### src/csv_record_key_finder_assert.svh
// Assertion macros used by the RTL of the key finder.
// Each macro expects i_clk and i_rst_n in scope.
`ifndef CSV_RECORD_KEY_FINDER_ASSERT_SVH
`define CSV_RECORD_KEY_FINDER_ASSERT_SVH

// Same-cycle implication, checked outside reset
`define CSVKF_ASSERT_NOW(label, ante, cons, msg) \
    label: assert property (@(posedge i_clk) disable iff (!i_rst_n) (ante) |-> (cons)) \
        else $error(msg);

// Next-cycle implication, checked outside reset
`define CSVKF_ASSERT_NEXT(label, ante, cons, msg) \
    label: assert property (@(posedge i_clk) disable iff (!i_rst_n) (ante) |=> (cons)) \
        else $error(msg);

`endif

### src/csvkf_pkg.sv
`default_nettype none

package csvkf_pkg;

    // Result kinds
    typedef enum logic [1:0] {
        KIND_BYTE      = 2'd0,
        KIND_FIELD_END = 2'd1,
        KIND_DONE      = 2'd2
    } t_kind;

    // Key field parse phase
    typedef enum logic [1:0] {
        PH_BLANKS  = 2'd0,
        PH_DIGITS  = 2'd1,
        PH_STOPPED = 2'd2
    } t_phase;

    // Configuration register indexes
    typedef enum logic [0:0] {
        CFG_KEY_COLUMN = 1'b0,
        CFG_SEARCH_KEY = 1'b1
    } t_cfg_index;

    localparam int CFG_DATA_W   = 14;
    localparam int KEY_COL_W    = 4;
    localparam int KEY_VALUE_W  = 16;
    localparam int OUT_COLUMN_W = 4;

    localparam logic [7:0] CHAR_HASH    = 8'h23;
    localparam logic [7:0] CHAR_SEMI    = 8'h3B;
    localparam logic [7:0] CHAR_NEWLINE = 8'h0A;
    localparam logic [7:0] CHAR_SPACE   = 8'h20;
    localparam logic [7:0] CHAR_TAB     = 8'h09;
    localparam logic [7:0] CHAR_CR      = 8'h0D;
    localparam logic [7:0] CHAR_PLUS    = 8'h2B;
    localparam logic [7:0] CHAR_MINUS   = 8'h2D;
    localparam logic [7:0] CHAR_ZERO    = 8'h30;
    localparam logic [7:0] CHAR_NINE    = 8'h39;

    localparam int FIRST_CAPTURED = 3;
    localparam int LAST_CAPTURED  = 8;

    localparam logic [KEY_VALUE_W-1:0] VALUE_MAX     = 16'hFFFF;
    localparam logic [KEY_VALUE_W-1:0] VALUE_MAX_D10 = 16'd6553;

    localparam logic [KEY_COL_W-1:0] KEY_COLUMN_RESET = 4'd1;

endpackage

`default_nettype wire

### src/csvkf_in_if.sv
`default_nettype none

interface csvkf_in_if;
    logic       valid;
    logic       ready;
    logic [7:0] in_byte;
    logic       end_of_file;

    modport source (output valid, output in_byte, output end_of_file, input ready);
    modport sink   (input valid, input in_byte, input end_of_file, output ready);
endinterface

`default_nettype wire

### src/csvkf_out_if.sv
`default_nettype none

interface csvkf_out_if;
    logic                                  valid;
    logic                                  ready;
    csvkf_pkg::t_kind                      result_kind;
    logic [csvkf_pkg::OUT_COLUMN_W-1:0]    column;
    logic [7:0]                            out_byte;
    logic                                  found;

    modport source (output valid, output result_kind, output column, output out_byte,
                    output found, input ready);
    modport sink   (input valid, input result_kind, input column, input out_byte,
                    input found, output ready);
endinterface

`default_nettype wire

### src/csv_record_key_finder.sv
// Channel   Dir  Payload                               Accepted when
// i_item    in   in_byte[8], end_of_file[1]            valid && ready
// o_result  out  result_kind[2], column[4],            valid && ready
//                out_byte[8], found[1]
// i_cfg_*   in   index[1], data[14]                    i_cfg_we
//
// One input item per cycle unless the input stalls; its result (if any) appears in the output register
// on the following cycle. The output holds a single result register.
// The input stalls only while a result waits in that register and o_result.ready is low.
// Synchronous active-low reset: key_column = 1, search_key = 0, search restarted.
// Writing search_key restarts the search; after done, items are taken and dropped.
`default_nettype none

module csv_record_key_finder #(
    parameter int COLUMN_LIMIT = 15
) (
    input  wire                                 i_clk,
    input  wire                                 i_rst_n,
    input  wire                                 i_cfg_we,
    input  wire csvkf_pkg::t_cfg_index          i_cfg_index,
    input  wire [csvkf_pkg::CFG_DATA_W-1:0]     i_cfg_data,
    csvkf_in_if.sink                            i_item,
    csvkf_out_if.source                         o_result
);

    localparam int COL_W = $clog2(COLUMN_LIMIT + 1);
    localparam int KV_W  = csvkf_pkg::KEY_VALUE_W;

    // Configuration
    logic [csvkf_pkg::KEY_COL_W-1:0] r_key_column;
    logic [csvkf_pkg::CFG_DATA_W-1:0] r_search_key;

    // Scan state
    logic                 r_skip, n_skip;
    logic                 r_matched, n_matched;
    logic                 r_empty, n_empty;
    logic [COL_W-1:0]     r_col, n_col;
    logic [KV_W-1:0]      r_kval, n_kval;
    logic                 r_kneg, n_kneg;
    csvkf_pkg::t_phase    r_phase, n_phase;
    logic                 r_fin, n_fin;

    // Result register
    logic                                r_out_valid;
    csvkf_pkg::t_kind                    r_out_kind;
    logic [csvkf_pkg::OUT_COLUMN_W-1:0]  r_out_col;
    logic [7:0]                          r_out_byte;
    logic                                r_out_found;

    logic                                res_valid;
    csvkf_pkg::t_kind                    res_kind;
    logic [csvkf_pkg::OUT_COLUMN_W-1:0]  res_col;
    logic [7:0]                          res_byte;
    logic                                res_found;

    logic             w_acc;
    logic             w_restart;
    logic [7:0]       w_c;
    logic             w_digit;
    logic             w_blank;
    logic             w_sep;
    logic             w_newline;
    logic             w_at_key;
    logic             w_key_match;
    logic             w_captured;
    logic [KV_W-1:0]  w_acc_val;
    logic [KV_W+3:0]  w_prod;

    assign i_item.ready = !r_out_valid || o_result.ready;
    assign w_acc        = i_item.valid && i_item.ready;
    assign w_restart    = i_cfg_we && (i_cfg_index == csvkf_pkg::CFG_SEARCH_KEY);

    // Classify the incoming byte
    assign w_c       = i_item.in_byte;
    assign w_digit   = (w_c >= csvkf_pkg::CHAR_ZERO) && (w_c <= csvkf_pkg::CHAR_NINE);
    assign w_blank   = (w_c == csvkf_pkg::CHAR_SPACE) ||
                       ((w_c >= csvkf_pkg::CHAR_TAB) && (w_c <= csvkf_pkg::CHAR_CR));
    assign w_newline = (w_c == csvkf_pkg::CHAR_NEWLINE);
    assign w_sep     = w_newline || (w_c == csvkf_pkg::CHAR_SEMI);
    assign w_at_key  = (r_col == COL_W'(r_key_column));
    assign w_captured = (r_col >= COL_W'(csvkf_pkg::FIRST_CAPTURED)) &&
                        (r_col <= COL_W'(csvkf_pkg::LAST_CAPTURED));

    // Compare the parsed key against the search key
    assign w_key_match = r_kneg ? ((r_kval == '0) && (r_search_key == '0))
                                : (r_kval == KV_W'(r_search_key));

    // Accumulate one decimal digit with saturation
    assign w_prod = {1'b0, r_kval, 3'b000} + {3'b000, r_kval, 1'b0}
                  + (KV_W+4)'(w_c - csvkf_pkg::CHAR_ZERO);
    assign w_acc_val = ((r_kval > csvkf_pkg::VALUE_MAX_D10) || (w_prod[KV_W+3:KV_W] != '0))
                       ? csvkf_pkg::VALUE_MAX : w_prod[KV_W-1:0];

    // Next scan state and result for the accepted item
    always_comb begin
        n_skip    = r_skip;
        n_matched = r_matched;
        n_empty   = r_empty;
        n_col     = r_col;
        n_kval    = r_kval;
        n_kneg    = r_kneg;
        n_phase   = r_phase;
        n_fin     = r_fin;
        res_valid = 1'b0;
        res_kind  = csvkf_pkg::KIND_BYTE;
        res_col   = '0;
        res_byte  = '0;
        res_found = 1'b0;
        if (w_acc && !r_fin) begin
            if (i_item.end_of_file) begin
                n_fin     = 1'b1;
                res_valid = 1'b1;
                res_kind  = csvkf_pkg::KIND_DONE;
                res_found = r_matched;
            end else if (r_empty && (w_c == csvkf_pkg::CHAR_HASH)) begin
                n_skip = 1'b1;
            end else if (r_skip) begin
                if (w_newline) begin
                    n_skip = 1'b0;
                    if (r_matched) begin
                        n_fin     = 1'b1;
                        res_valid = 1'b1;
                        res_kind  = csvkf_pkg::KIND_DONE;
                        res_found = 1'b1;
                    end else begin
                        n_empty = 1'b1;
                        n_col   = '0;
                        n_kval  = '0;
                        n_kneg  = 1'b0;
                        n_phase = csvkf_pkg::PH_BLANKS;
                    end
                end
            end else if (w_sep) begin
                n_empty = 1'b1;
                n_kval  = '0;
                n_kneg  = 1'b0;
                n_phase = csvkf_pkg::PH_BLANKS;
                if (!r_matched && w_at_key) begin
                    if (w_key_match) begin
                        n_matched = 1'b1;
                    end else if (!w_newline) begin
                        n_skip = 1'b1;
                    end
                end
                if (w_newline) begin
                    if (r_matched || (w_at_key && w_key_match)) begin
                        n_fin     = 1'b1;
                        res_valid = 1'b1;
                        res_kind  = csvkf_pkg::KIND_DONE;
                        res_found = 1'b1;
                    end else begin
                        n_col = '0;
                    end
                end else begin
                    if (r_col < COL_W'(COLUMN_LIMIT)) begin
                        n_col = r_col + 1'b1;
                    end
                    if (r_matched && w_captured) begin
                        res_valid = 1'b1;
                        res_kind  = csvkf_pkg::KIND_FIELD_END;
                        res_col   = r_col[csvkf_pkg::OUT_COLUMN_W-1:0];
                    end
                end
            end else begin
                n_empty = 1'b0;
                if (r_matched) begin
                    if (w_captured) begin
                        res_valid = 1'b1;
                        res_kind  = csvkf_pkg::KIND_BYTE;
                        res_col   = r_col[csvkf_pkg::OUT_COLUMN_W-1:0];
                        res_byte  = w_c;
                    end
                end else if (w_at_key) begin
                    case (r_phase)
                        csvkf_pkg::PH_BLANKS: begin
                            if (w_blank) begin
                                n_phase = csvkf_pkg::PH_BLANKS;
                            end else if ((w_c == csvkf_pkg::CHAR_PLUS) ||
                                         (w_c == csvkf_pkg::CHAR_MINUS)) begin
                                n_kneg  = (w_c == csvkf_pkg::CHAR_MINUS);
                                n_phase = csvkf_pkg::PH_DIGITS;
                            end else if (!w_digit) begin
                                n_phase = csvkf_pkg::PH_STOPPED;
                            end else begin
                                n_phase = csvkf_pkg::PH_DIGITS;
                                n_kval  = w_acc_val;
                            end
                        end
                        csvkf_pkg::PH_DIGITS: begin
                            if (w_digit) begin
                                n_kval = w_acc_val;
                            end else begin
                                n_phase = csvkf_pkg::PH_STOPPED;
                            end
                        end
                        default: begin
                            n_phase = r_phase;
                        end
                    endcase
                end
            end
        end
    end

    // Scan state; a search key write restarts the scan
    always_ff @(posedge i_clk) begin
        if (!i_rst_n || w_restart) begin
            r_skip    <= 1'b0;
            r_matched <= 1'b0;
            r_empty   <= 1'b1;
            r_col     <= '0;
            r_kval    <= '0;
            r_kneg    <= 1'b0;
            r_phase   <= csvkf_pkg::PH_BLANKS;
            r_fin     <= 1'b0;
        end else begin
            r_skip    <= n_skip;
            r_matched <= n_matched;
            r_empty   <= n_empty;
            r_col     <= n_col;
            r_kval    <= n_kval;
            r_kneg    <= n_kneg;
            r_phase   <= n_phase;
            r_fin     <= n_fin;
        end
    end

    always_ff @(posedge i_clk) begin
        if (!i_rst_n) begin
            r_key_column <= csvkf_pkg::KEY_COLUMN_RESET;
            r_search_key <= '0;
        end else if (i_cfg_we) begin
            case (i_cfg_index)
                csvkf_pkg::CFG_KEY_COLUMN:
                    r_key_column <= i_cfg_data[csvkf_pkg::KEY_COL_W-1:0];
                csvkf_pkg::CFG_SEARCH_KEY:
                    r_search_key <= i_cfg_data;
                default: begin
                    r_search_key <= r_search_key;
                end
            endcase
        end
    end

    // Load a result, or drop it once taken
    always_ff @(posedge i_clk) begin
        if (!i_rst_n) begin
            r_out_valid <= 1'b0;
        end else if (res_valid) begin
            r_out_valid <= 1'b1;
        end else if (o_result.ready) begin
            r_out_valid <= 1'b0;
        end
    end

    always_ff @(posedge i_clk) begin
        if (res_valid) begin
            r_out_kind  <= res_kind;
            r_out_col   <= res_col;
            r_out_byte  <= res_byte;
            r_out_found <= res_found;
        end
    end

    assign o_result.valid       = r_out_valid;
    assign o_result.result_kind = r_out_kind;
    assign o_result.column      = r_out_col;
    assign o_result.out_byte    = r_out_byte;
    assign o_result.found       = r_out_found;

`include "csv_record_key_finder_assert.svh"

    `CSVKF_ASSERT_NOW(a_done_clean,
        r_out_valid && (r_out_kind == csvkf_pkg::KIND_DONE),
        (r_out_col == '0) && (r_out_byte == '0), "done result carries column or byte")

    `CSVKF_ASSERT_NOW(a_field_needs_match,
        r_out_valid && (r_out_kind != csvkf_pkg::KIND_DONE),
        r_matched && !r_fin, "field result without a matched row")

    `CSVKF_ASSERT_NOW(a_found_only_done,
        r_out_valid && (r_out_kind != csvkf_pkg::KIND_DONE),
        !r_out_found && (r_out_col >= 4'd3) && (r_out_col <= 4'd8),
        "field result with found set or outside captured columns")

    `CSVKF_ASSERT_NOW(a_ready_when_empty, !r_out_valid, i_item.ready,
        "input stalled with empty result register")

    `CSVKF_ASSERT_NEXT(a_done_latches, res_valid && (res_kind == csvkf_pkg::KIND_DONE),
        r_fin || $past(w_restart), "done result without finishing the search")

endmodule

`default_nettype wire
### src/flat_wrapper.sv
// flat-port wrapper written by rule: the top's interface ports become plain ports
module csv_record_key_finder_flat 
#(
    parameter int COLUMN_LIMIT = 15
)
  (i_clk, i_rst_n, i_cfg_we, i_cfg_index, i_cfg_data, i_item_valid, i_item_in_byte, i_item_end_of_file, i_item_ready, o_result_valid, o_result_result_kind, o_result_column, o_result_out_byte, o_result_found, o_result_ready);
  csvkf_in_if i_item_i ();
  csvkf_out_if o_result_i ();
  input  wire i_clk;
  input  wire i_rst_n;
  input  wire i_cfg_we;
  input  wire csvkf_pkg::t_cfg_index i_cfg_index;
  input  wire [csvkf_pkg::CFG_DATA_W-1:0] i_cfg_data;
  input wire logic [$bits(i_item_i.valid)-1:0] i_item_valid;
  input wire logic [$bits(i_item_i.in_byte)-1:0] i_item_in_byte;
  input wire logic [$bits(i_item_i.end_of_file)-1:0] i_item_end_of_file;
  output wire logic [$bits(i_item_i.ready)-1:0] i_item_ready;
  output wire logic [$bits(o_result_i.valid)-1:0] o_result_valid;
  output wire logic [$bits(o_result_i.result_kind)-1:0] o_result_result_kind;
  output wire logic [$bits(o_result_i.column)-1:0] o_result_column;
  output wire logic [$bits(o_result_i.out_byte)-1:0] o_result_out_byte;
  output wire logic [$bits(o_result_i.found)-1:0] o_result_found;
  input wire logic [$bits(o_result_i.ready)-1:0] o_result_ready;
  assign i_item_i.valid = i_item_valid;
  assign i_item_i.in_byte = i_item_in_byte;
  assign i_item_i.end_of_file = i_item_end_of_file;
  assign i_item_ready = i_item_i.ready;
  assign o_result_valid = o_result_i.valid;
  assign o_result_result_kind = o_result_i.result_kind;
  assign o_result_column = o_result_i.column;
  assign o_result_out_byte = o_result_i.out_byte;
  assign o_result_found = o_result_i.found;
  assign o_result_i.ready = o_result_ready;
  csv_record_key_finder #(.COLUMN_LIMIT(COLUMN_LIMIT)) u_core (.i_clk(i_clk), .i_rst_n(i_rst_n), .i_cfg_we(i_cfg_we), .i_cfg_index(i_cfg_index), .i_cfg_data(i_cfg_data), .i_item(i_item_i), .o_result(o_result_i));
endmodule
### config.mk
export PLATFORM = sky130hd
export DESIGN_NAME = csv_record_key_finder_flat
export DESIGN_NICKNAME = d
export VERILOG_FILES = /design/src/csvkf_pkg.sv /design/src/csvkf_in_if.sv /design/src/csvkf_out_if.sv /design/src/csv_record_key_finder.sv /design/src/flat_wrapper.sv
export VERILOG_INCLUDE_DIRS = /design/src /design/src/src
export SDC_FILE = /design/constraint.sdc
export NUM_CORES = 1
export LEC_CHECK = 0
export BUFFER_PORTS_ARGS = -buffer_cell sky130_fd_sc_hd__buf_2
export CAP_MARGIN = 20
export CORE_ASPECT_RATIO = 1.2
export CORE_UTILIZATION = 60
export CTS_CLUSTER_SIZE = 8
export DETAILED_ROUTE_END_ITERATION = 10
export HOLD_SLACK_MARGIN = 0.05
export PLACE_DENSITY = 0.77
export SLEW_MARGIN = 5
export SYNTH_ARGS = -nofsm -noshare
export SYNTH_HDL_FRONTEND = slang
export SYNTH_SLANG_ARGS = --single-unit
### constraint.sdc
create_clock -name i_clk -period 9.4 [get_ports i_clk]
set_input_delay 2.35 -clock i_clk [delete_from_list [all_inputs] [get_ports i_clk]]
set_output_delay 2.35 -clock i_clk [all_outputs]
set_load 0.02 [all_outputs]
Word level (Yosys, flattened, before mapping)
Cells that the tools add are included.
{"block": "totals", "register_bits": 61, "input_bits": 29, "word_cells": 194}
{"block": "op_classes", "n_addsub": 4, "magnitude_cmp": 8, "n_eq_ne": 22, "muxes": 90, "n_bitwise": 7, "n_reduce_logical": 47}
{"cell": "$mux 16", "n": 10}
{"cell": "$mux 1", "n": 48}
{"cell": "$mux 4", "n": 12}
{"cell": "$eq 8x6->1 const B", "n": 5}
{"cell": "$mux 2", "n": 18}
{"cell": "$pmux 16 s2", "n": 1}
{"cell": "$add 19x17->20", "n": 1}
{"cell": "$add 20x20->20", "n": 1}
{"cell": "$reduce_and 10->1", "n": 2}
{"cell": "$eq 16x14->1", "n": 1}
{"cell": "$gt 16x13->1 const B", "n": 1}
{"cell": "$logic_not 16->1", "n": 1}
{"cell": "$reduce_bool 3->1", "n": 5}
{"cell": "$logic_not 14->1", "n": 1}
{"cell": "$reduce_and 7->1", "n": 2}
{"cell": "$ne 3x3->1 const B", "n": 4}
{"cell": "$logic_and 1x1->1", "n": 11}
{"cell": "$reduce_and 9->1", "n": 1}
{"cell": "$sub 8x6->9 const B", "n": 1}
{"cell": "$eq 8x4->1 const B", "n": 1}
{"cell": "$ge 8x4->1 const B", "n": 1}
{"cell": "$ge 8x6->1 const B", "n": 1}
{"cell": "$le 8x4->1 const B", "n": 1}
{"cell": "$le 8x6->1 const B", "n": 1}
{"cell": "other kinds (23)", "n": 47}

Logic depth before layout (Yosys ltp)
Gate-level depths: netlist (run 1).
{"block": "depth", "word_depth": 13, "mapped_depth": 14, "depth_no_buf": 13}

Worst setup path after synthesis (run 1)
No wires, ideal clock.
{"block": "synth_timing", "kind": "input -> register", "startpoint": "input port i_item_in_byte[4]", "endpoint": "register u_core.r_kval[10]", "setup_ns": 0.117, "arrival_ns": 6.079, "slack_ns": 3.204, "stages": 14, "path_cell_list": "ha_1 or3_1 inv_1 fa_1 ha_1 clkbuf_1 a21oi_1 nand2_1 or2_2 a31oi_1 nand4_1 o41ai_2 buf_6 nand2_1"}
{"block": "synth_between", "elab_chain_len": 13, "elab_cells_between_ends": 37, "classes_between": "add/sub (2); order compare (4); eq/ne (10); mux (9); bitwise (1); reduce/logical (11)"}
{"item": "from (decl)", "line_no": "flat_wrapper.sv:15", "rtl": "input wire logic [$bits(i_item_i.in_byte)-1:0] i_item_in_byte;"}
{"item": "$sub 8x6->9", "line_no": "csv_record_key_finder.sv:90", "rtl": "+ (KV_W+4)'(w_c - csvkf_pkg::CHAR_ZERO);"}
{"item": "$add 20x20->20", "line_no": "csv_record_key_finder.sv:90"}
{"item": "$reduce_bool 4->1", "line_no": "csv_record_key_finder.sv:91", "rtl": "assign w_acc_val = ((r_kval > csvkf_pkg::VALUE_MAX_D10) || (w_prod[KV_W+3:KV_W] != '0))"}
{"item": "$logic_or 1x1->1", "line_no": "csv_record_key_finder.sv:91"}
{"item": "$mux 16", "line_no": "csv_record_key_finder.sv:92", "rtl": "? csvkf_pkg::VALUE_MAX : w_prod[KV_W-1:0];"}
{"item": "$mux 16", "line_no": "csv_record_key_finder.sv:182, csv_record_key_finder.sv:190"}
{"item": "$mux 16", "line_no": "csv_record_key_finder.sv:178", "rtl": "end else if ((w_c == csvkf_pkg::CHAR_PLUS) ||"}
{"item": "$mux 16", "line_no": "csv_record_key_finder.sv:176", "rtl": "if (w_blank) begin"}
{"item": "$pmux 16 s2", "line_no": "csv_record_key_finder.sv:174", "rtl": "case (r_phase)"}
{"item": "$mux 16", "line_no": "csv_record_key_finder.sv:173", "rtl": "end else if (w_at_key) begin"}
{"item": "$mux 16", "line_no": "csv_record_key_finder.sv:166", "rtl": "if (r_matched) begin"}
{"item": "$mux 16", "line_no": "csv_record_key_finder.sv:133", "rtl": "end else if (w_sep) begin"}
{"item": "$mux 16", "line_no": "csv_record_key_finder.sv:117", "rtl": "end else if (r_skip) begin"}
{"item": "to (signal assigned)", "line_no": "csv_record_key_finder.sv:221", "rtl": "r_kval <= n_kval;"}
{"item": "to (decl)", "line_no": "csv_record_key_finder.sv:38", "rtl": "logic [KV_W-1:0] r_kval, n_kval;"}
Parallel ways exist; a longest one is shown, timed or not. The select of a mux whose other input is x is not followed.
A chain may end at the register's enable or synchronous reset.

Final worst setup path (run 1)
{"block": "layout_timing", "startpoint": "input port i_item_in_byte[4]", "endpoint": "register u_core.r_kval[12]"}
Same word-level chain as after synthesis.

==> metrics, run 1 <==
Hold Crit Class=reg -> reg; Area growth syn-to-layout=10.98%; fin area=4933 sq um; initial antenna violation count=0; most used cell, CP=ha_1; Post-DRT Antenna Nets=0; Worst-Margin Slew=0.8702 ns; share of cells above drive strength 1=13.65%; outcome=complete, no violations; skew final=0.007841 ns; Buffers on Ports=45; routability congestion estimate from global placement=0.8915; largest net degree at the start of global routing=20; Final nets=630; Cells after Synth=521; Pleak=2.160 nW; CP max stage delay=0.50 ns; Diodes inserted=0; IO Pins=46; Setup-failing EPs final=0; Worst-path clk slew=0.07 ns; CP Class=in -> reg; unrepaired setup endpoints after global routing=false; post_cts resized=0; Top Family by Delay on Critical Path=adder cells; via density per instance=6.121; # rows=34; slew margin rel.=41.74%; # clock sinks=61; Die H=96.29 um; Initial DRT Pass Iterations=5; Synth Cell Area=4446 sq um; Iter 0 DRT Violations=228; Placement Setup Slack=2.842 ns; first-pass GRT wire length=17530 um; mux cell area share after synthesis=1.351%; clock period minus worst slack=6.284 ns; CTS tree=yes; post-synthesis adder-cell area fraction=14.35%; total grt overflow=0; vias in the first global route=3885; Final Cycle Share=66.85%; Max Transition Viols Final=0; Post-DP HPWL=8107 um; post-layout util=68.62%; Slowest-stage cell, CP=fa_1; Max Freq=159.1 MHz; most common cell after layout, fill and taps aside=nand2_1; Skew-Pair Late Insertion Delay=0.35 ns; Initial Utilization=61.83%; Crit path buffers/inverters=3; Worst Setup End Kind=register; Synth async-reset ratio=0%; xor/xnor share of the synthesized area=6.502%; cts bufs inserted=9; wire per inst=16.14 um; Synth Register Bits=61; pwr dens=126.1 nW/um^2; total power=0.0006219 W; Seq/Total Area, Yosys=30.85%; Cell Chain, Critical Path=buf_2 -> ha_1 -> or3_1 -> inv_1 -> fa_1 -> ha_1 -> a21oi_1 -> nand2_1 -> or2_2 -> a31oi_1 -> nand4_1 -> o41ai_2 -> buf_4 -> o211ai_1; max-cap check violation count=0; Distinct cells, synth=68; fill count=593; core area=7189 sq um; compound-cell area share of the yosys netlist=18.89%; Bufs on Longest Clock Path=2; CTS hold repair buffers=0; most frequent cells in the layout=nand2_1 (70), dfxtp_1 (46), buf_2 (45), inv_1 (43), a21oi_1 (38); vias=4003; Post-Synth Simple-Gate Area=22.38%; Arr. time, crit path=6.51 ns; Root Buffer Master=clkbuf_8; syn_area_per_cell=8.533 sq um; placed cell area=4711 sq um; Post-Route Setup TNS=0 ns; worst setup margin=3.116 ns; EDFF count, synth=15; Final Routed Wirelength=10560 um; Critical Path Source Type=input port; Post-route DRC=0; Total GRT Usage=29.69%; Ys Warns=0; Net Count, Synth=592; full die area=7759 sq um; Die X-Extent=80.58 um; Worst VDD drop=0.09050 mV; CP required=9.62 ns; main flop type after synthesis=dfxtp_1; Final Hold Violating Endpoints=0; CP Max Fanout=16; main combinational cell family by area after synthesis=simple AND/OR/NAND/NOR gates; H-tree levels=3; post-CTS setup buffers=0
-- flip-flops by register name, summed over array words and instances (netlist names) --
name / flops
u_core.r_phase: 2
u_core.o_result.found: 1
u_core.o_result.valid: 1
u_core.r_col: 4
u_core.o_result.column: 4
u_core.r_skip: 1
u_core.r_key_column: 4
u_core.r_kneg: 1
u_core.r_fin: 1
u_core.r_search_key: 14
u_core.r_empty: 1
u_core.o_result.out_byte: 8
u_core.r_matched: 1
u_core.r_kval: 16
u_core.o_result.result_kind: 2
-- cells in the mapped netlist, types with 9 or more instances --
cell	instances	share of area, %
a21oi_1	38	4.3
a22oi_1	15	2.5
clkbuf_1	14	1.2
dfxtp_1	46	21
edfxtp_1	15	10
fa_1	15	6.8
ha_1	27	7.6
inv_1	43	3.6
nand2_1	70	5.9
nand3_1	12	1.4
nand4_1	10	1.4
nor2_1	25	2.1
nor3_1	13	1.5
nor4_1	12	1.7
o211ai_1	9	1.5
o21ai_0	13	1.5
xnor2_1	22	4.3
xor2_1	11	2.2
-- worst reg2reg max path, stage by stage, from the launching register on --
cell	delay [ns]
dfxtp_1	0.49
inv_1	0.11
fa_1	0.55
inv_1	0.05
ha_1	0.33
o211ai_1	0.13
o211ai_1	0.37
nand2_1	0.15
or3b_2	0.48
a221oi_1	0.31
o41ai_2	0.13
buf_4	0.24
o211ai_1	0.10
-- logic make-up (layout without fill, tap and decap cells) --
logic type                 count (synthesis)  in the layout
AOI/OAI and AO/OA                        123            123
xor gates and xnor gates                  33             33
adders and majority gates                 42             42
buffers and inverters                     64            107
DFF                                       61             61
muxes                                      6              6
and+or+nand+nor                          192            192
-- layout make-up --
type,instances,area [sq um],share of cell area [%]
Multi-Input combinational cell,396,2821,57.19
Sequential cell,61,1371,27.80
Tap cell,90,112.6,2.283
Clock buffer,10,137.6,2.790
Timing Repair Buffer,47,240.2,4.869
Inverter,44,165.2,3.348
Clock inverter,6,85.08,1.725
-- path summary, 6_finish.rpt --
check | startpoint | to | slack, ns | depth (start not counted)
hold reg to reg | u_core.r_fin$_SDFFE_PP0P_ | u_core.r_fin$_SDFFE_PP0P_ | 0.48 | 2
setup reg to reg | u_core.r_kval[3]$_SDFFE_PP0P_ | u_core.r_kval[3]$_SDFFE_PP0P_ | 5.88 | 12
setup / recovery | i_item_in_byte[4] | u_core.r_kval[12]$_SDFFE_PP0P_ | 3.12 | 14
hold / removal | u_core.r_fin$_SDFFE_PP0P_ | u_core.r_fin$_SDFFE_PP0P_ | 0.48 | 2
-- power by group --
| part | internal (W) | switching (W) |
|---|---|---|
| Clock | 0.000156 | 0.000105 |
| Sequential | 0.000276 | 0.00000477 |
| Combinational | 0.0000303 | 0.0000498 |
| Total | 0.000462 | 0.000160 |
-- layer usage --
layer / track usage [%] / part of all wire (%)
met2: 55.23 / 54
met4: 15.03 / 3.0
met1: 31.36 / 39
met5: 0 / 0
met3: 5.972 / 3.9
-- per-stage QoR --
stage | cells | hold WS, ns
floorplan | 521 | 0.4311
global placement | 638 | 0.4540
detailed placement | 638 | 0.4659
CTS | 654 | 0.4770
global route | 654 | 0.5144
finish | 654 | 0.4780
No activity file was read; power rests on OpenSTA's default activity.
==> run 2: changes to the inputs <==
Clock period 9.4 ns to 6.2 ns, I/O delays scaled along.
==> metrics, run 2 (synthesis gave the netlist of run 1 again) <==
Max Transition Viols Final=0; Die H=96.29 um; CTS hold repair buffers=0; IO Pins=46; Worst setup startpoint=i_item_in_byte[4]; max-cap check violation count=0; NetSw=0.0002499 W; Buffers on Ports=45; total grt overflow=0; M3 GR Usage=5.498%; vias=3957; # clock sinks=61; Bufs on Longest Clock Path=2; r2r setup slk=2.67 ns; vias in the first global route=3738; Post-Route Setup TNS=0 ns; GRT busiest layer=met2; internal power=0.0006508 W; Initial DRT Pass Iterations=5; # rows=34; switching share of power=27.74%; Crit Reg-Reg Startpoint=u_core.r_kval[2]$_SDFFE_PP0P_; Cell Chain, Critical Path=buf_2 -> ha_1 -> or3_1 -> inv_1 -> fa_1 -> ha_1 -> a21oi_1 -> nand2_1 -> or2_2 -> a31oi_1 -> nand4_1 -> o41ai_2 -> buf_4 -> o211ai_1; Iter 0 DRT Violations=143; most frequent cells in the layout=nand2_1 (70), dfxtp_1 (46), buf_2 (45), inv_1 (43), a21oi_1 (38); Worst VDD drop=0.1581 mV; full die area=7759 sq um; CP max stage delay=0.45 ns; Total GRT Usage=28.15%; CP Max Fanout=16; Post-route DRC=0; post-CTS setup buffers=0; Die X-Extent=80.58 um; worst-case reg-to-reg path depth=12; unrepaired setup endpoints after global routing=false; Worst-Margin Slew=0.8906 ns; Worst Setup End Kind=register; Skew-Pair Late Insertion Delay=0.36 ns; max FFs per register=16; DP Cell Count=639; pwr dens=183.2 nW/um^2; grt met2 use=52.54%; via density per instance=6.041; Max Freq=191.9 MHz; Initial Utilization=61.83%; core area=7189 sq um; Min-Delay Endpoint=u_core.r_fin$_SDFFE_PP0P_; Final Cycle Share=84.04%; Post-DRT Antenna Nets=0; fill count=584; post-route insts no fill=655; cts bufs inserted=9; post_cts resized=0; CP Class=in -> reg; H-tree levels=3; Final nets=631; Final Hold Violating Endpoints=0; share of cells above drive strength 1=13.81%; clock period minus worst slack=5.211 ns; initial antenna violation count=0; Setup-failing EPs final=0; most used cell, CP=ha_1; largest reg by FF count=u_core.r_kval; min-delay src=u_core.r_fin$_SDFFE_PP0P_; Arr. time, crit path=5.45 ns; slew margin rel.=40.37%; Final Routed Wirelength=10340 um; Gate power share=13.4%; clock share of power=39.4%; total power=0.0009007 W; largest net degree at the start of global routing=20; Worst-path clk slew=0.08 ns; multi-input combinational cell area=2821 sq um; Diodes inserted=0; reg2reg end=u_core.r_kval[3]$_SDFFE_PP0P_; Seq pwr share=47.2%; first-pass GRT wire length=16790 um; register area=1371 sq um; Global Route met1 Usage=30.57%; Pleak=2.148 nW; CTS tree=yes; Root Buffer Master=clkbuf_8; Slowest-stage cell, CP=or3_1; Post-DP HPWL=8017 um; outcome=complete, no violations; skew final=0.01314 ns; wire per inst=15.79 um; CP required=6.44 ns; Hold Crit Class=reg -> reg; Area growth syn-to-layout=10.58%; most common cell after layout, fill and taps aside=nand2_1; routability congestion estimate from global placement=0.8659; hold depth=2; Critical Path Source Type=input port
[run 2: cell types whose count changed in the layout (fill, tap and decap cells not counted), sizes merged]
cell      before  now
clkbuf        10    9
buf           47   48
clkinv         4    5
bufinv         2    1
clkinvlp       0    1
[run 2: through the flow]
| step | util, % | instance area, sq um | hold slack [ns] | setup WS, ns |
|---|---|---|---|---|
| after floorplan | - | 4446 | 0.4311 | 0.8037 |
| after global placement | 65.63 | 4718 | 0.4539 | 0.7559 |
| after detailed placement | 65.63 | 4718 | 0.4825 | 0.6659 |
| after CTS | 68.38 | 4916 | 0.4935 | 1.009 |
| after global routing | 68.38 | 4916 | 0.5158 | 0.7555 |
| final | 68.38 | 4916 | 0.4784 | 0.9894 |
[run 2: worst max-delay path: cells and delay by family]
kind | cells | cell delay [ns]
fa+ha+maj | 3 | 1.13
compound gates | 4 | 1.08
simple gates | 4 | 1.02
buf+inv | 3 | 0.67
[run 2: how the worst max path moves through the flow]
stage | cells past startpoint | to
CTS | 14 | u_core.r_kval[3]$_SDFFE_PP0P_
detailed placement | 14 | u_core.r_kval[3]$_SDFFE_PP0P_
global route | 14 | u_core.r_kval[3]$_SDFFE_PP0P_
finish | 14 | u_core.r_kval[3]$_SDFFE_PP0P_
global placement | 14 | u_core.r_kval[3]$_SDFFE_PP0P_
floorplan | 14 | u_core.r_kval[10]$_SDFFE_PP0P_
[run 2: final cells by class]
cell class | instances | area share [%]
sequential | 61 | 27.90
clock buffer | 9 | 2.520
timing repair buffer | 48 | 5.039
multi-input combinational | 396 | 57.39
tap | 90 | 2.291
inverter | 44 | 3.360
clock inverter | 7 | 1.502
[run 2: power groups by stage]
stage               registers [W]  logic [W]  clock network [W]
finish                   0.000425   0.000121           0.000355
global route             0.000427   0.000135           0.000372
CTS                      0.000425   0.000121           0.000356
detailed placement       0.000434   0.000120                  0
global placement         0.000434   0.000117                  0
floorplan                0.000438  0.0000786                  0
[run 2: per-layer routing]
metal / routed length, um / share of wire, %
met2: 5428 / 52
met3: 399 / 3.9
met1: 4192 / 41
met5: 0 / 0
met4: 320 / 3.1
==> run 3: changes to the inputs <==
Clock period 6.2 ns to 5.3 ns, I/O delays scaled along.
==> metrics, run 3 (synthesis gave the netlist of run 1 again) <==
most frequent cells in the layout=nand2_1 (70), dfxtp_1 (46), buf_2 (45), inv_1 (43), a21oi_1 (38); max-cap check violation count=0; Min-Delay Endpoint=u_core.r_fin$_SDFFE_PP0P_; Diodes inserted=0; multi-input combinational cell area=2821 sq um; Final Routed Wirelength=10400 um; first-pass GRT wire length=16860 um; core area=7189 sq um; Hold Crit Class=reg -> reg; worst-case reg-to-reg path depth=12; Root Buffer Master=clkbuf_8; share of cells above drive strength 1=14.26%; CP Class=in -> reg; Worst VDD drop=0.1509 mV; vias=4000; Arr. time, crit path=5.03 ns; Post-DP HPWL=8202 um; Post-Route Setup TNS=0 ns; Skew-Pair Late Insertion Delay=0.35 ns; Pleak=2.158 nW; clock period minus worst slack=4.813 ns; Total GRT Usage=28.24%; vias in the first global route=3720; outcome=complete, no violations; total grt overflow=0; Setup-failing EPs final=0; wire per inst=15.80 um; full die area=7759 sq um; largest net degree at the start of global routing=20; CP Max Fanout=16; slew margin rel.=55.99%; # rows=34; Crit Reg-Reg Startpoint=u_core.r_kval[3]$_SDFFE_PP0P_; CTS hold repair buffers=0; reg2reg end=u_core.r_kval[3]$_SDFFE_PP0P_; cts bufs inserted=9; routability congestion estimate from global placement=0.8960; post-CTS setup buffers=0; Buffers on Ports=45; max FFs per register=16; Final nets=634; Area growth syn-to-layout=10.98%; fill count=617; initial antenna violation count=0; pwr dens=210.2 nW/um^2; Worst-Margin Slew=0.6499 ns; min-delay src=u_core.r_fin$_SDFFE_PP0P_; Bufs on Longest Clock Path=2; Worst Setup End Kind=register; Initial DRT Pass Iterations=5; Slowest-stage cell, CP=or3_1; H-tree levels=3; Max Transition Viols Final=0; Final Hold Violating Endpoints=0; # clock sinks=61; Die H=96.29 um; register area=1371 sq um; CP max stage delay=0.44 ns; Cell Chain, Critical Path=buf_2 -> ha_1 -> or3_1 -> inv_1 -> buf_4 -> fa_1 -> ha_1 -> a21oi_1 -> nand2_1 -> or2_2 -> a31oi_1 -> nand4_1 -> o41ai_2 -> buf_4 -> o211ai_1; CP required=5.52 ns; skew final=0.009125 ns; r2r setup slk=1.79 ns; most common cell after layout, fill and taps aside=nand2_1; hold depth=2; Worst-path clk slew=0.08 ns; Max Freq=207.8 MHz; post_cts resized=0; total power=0.001037 W; Post-DRT Antenna Nets=0; Die X-Extent=80.58 um; Final Cycle Share=90.81%; unrepaired setup endpoints after global routing=false; CTS tree=yes; largest reg by FF count=u_core.r_kval; Post-route DRC=0; via density per instance=6.079; IO Pins=46; Initial Utilization=61.83%; Iter 0 DRT Violations=238; Critical Path Source Type=input port
run 3: cell types whose count changed in the layout (fill, tap and decap cells not counted):
cell        delta
buf_4          +3
clkinv_2       -1
clkinvlp_4     +1
clkbuf_16      +1
bufinv_16      -1
clkinv_4       -1
inv_4          +1
run 3: power by group:
group          switching, W  internal (W)  total (W)
logic             0.0000876     0.0000547   0.000142
registers        0.00000826      0.000489   0.000497
clock network      0.000198      0.000200   0.000398
total              0.000294      0.000743    0.00104
run 3: how the worst max path moves through the flow:
stage,from,to,cells after the start
floorplan,i_item_in_byte[4],u_core.r_kval[10]$_SDFFE_PP0P_,14
global placement,i_item_in_byte[4],u_core.r_kval[3]$_SDFFE_PP0P_,14
detailed placement,i_item_in_byte[4],u_core.r_kval[3]$_SDFFE_PP0P_,15
CTS,i_item_in_byte[4],u_core.r_kval[3]$_SDFFE_PP0P_,15
global route,i_item_in_byte[4],u_core.r_kval[3]$_SDFFE_PP0P_,14
finish,i_item_in_byte[4],u_core.r_kval[3]$_SDFFE_PP0P_,15
run 3: critical path, delay by kind of cell:
family	cells	cell delay (ns)
AOI/OAI and AO/OA	4	0.88
buffers and inverters	4	0.79
and+or+nand+nor	4	0.95
adders and majority gates	3	1.10
run 3: layout make-up:
type                       count  share of cell area [%]
inverter                      44                   3.348
tap                           90                   2.283
clock inverter                 6                  0.8876
sequential                    61                   27.80
clock buffer                  10                   3.018
timing repair buffer          51                   5.478
multi-input combinational    396                   57.19
run 3: layer usage:
metal  GRT usage (%)  vias up  share of wire, %
li1                -     1966                 -
met1           29.95     1885                39
met2           55.01      128                54
met3           4.171       21               4.1
met4           11.16        0               2.3
met5               0        -                 0
run 3: through the flow:
| stage | hold slack, ns | setup slack (ns) | area, sq um | util [%] | cells |
|---|---|---|---|---|---|
| final | 0.4881 | 0.4873 | 4933 | 68.62 | 658 |
| after global routing | 0.5159 | 0.2343 | 4933 | 68.62 | 658 |
| after CTS | 0.4950 | 0.4828 | 4933 | 68.62 | 658 |
| after detailed placement | 0.4843 | 0.1425 | 4741 | 65.94 | 642 |
| after global placement | 0.4535 | 0.2454 | 4741 | 65.94 | 642 |
| after floorplan | 0.4311 | 0.1287 | 4446 | - | 521 |
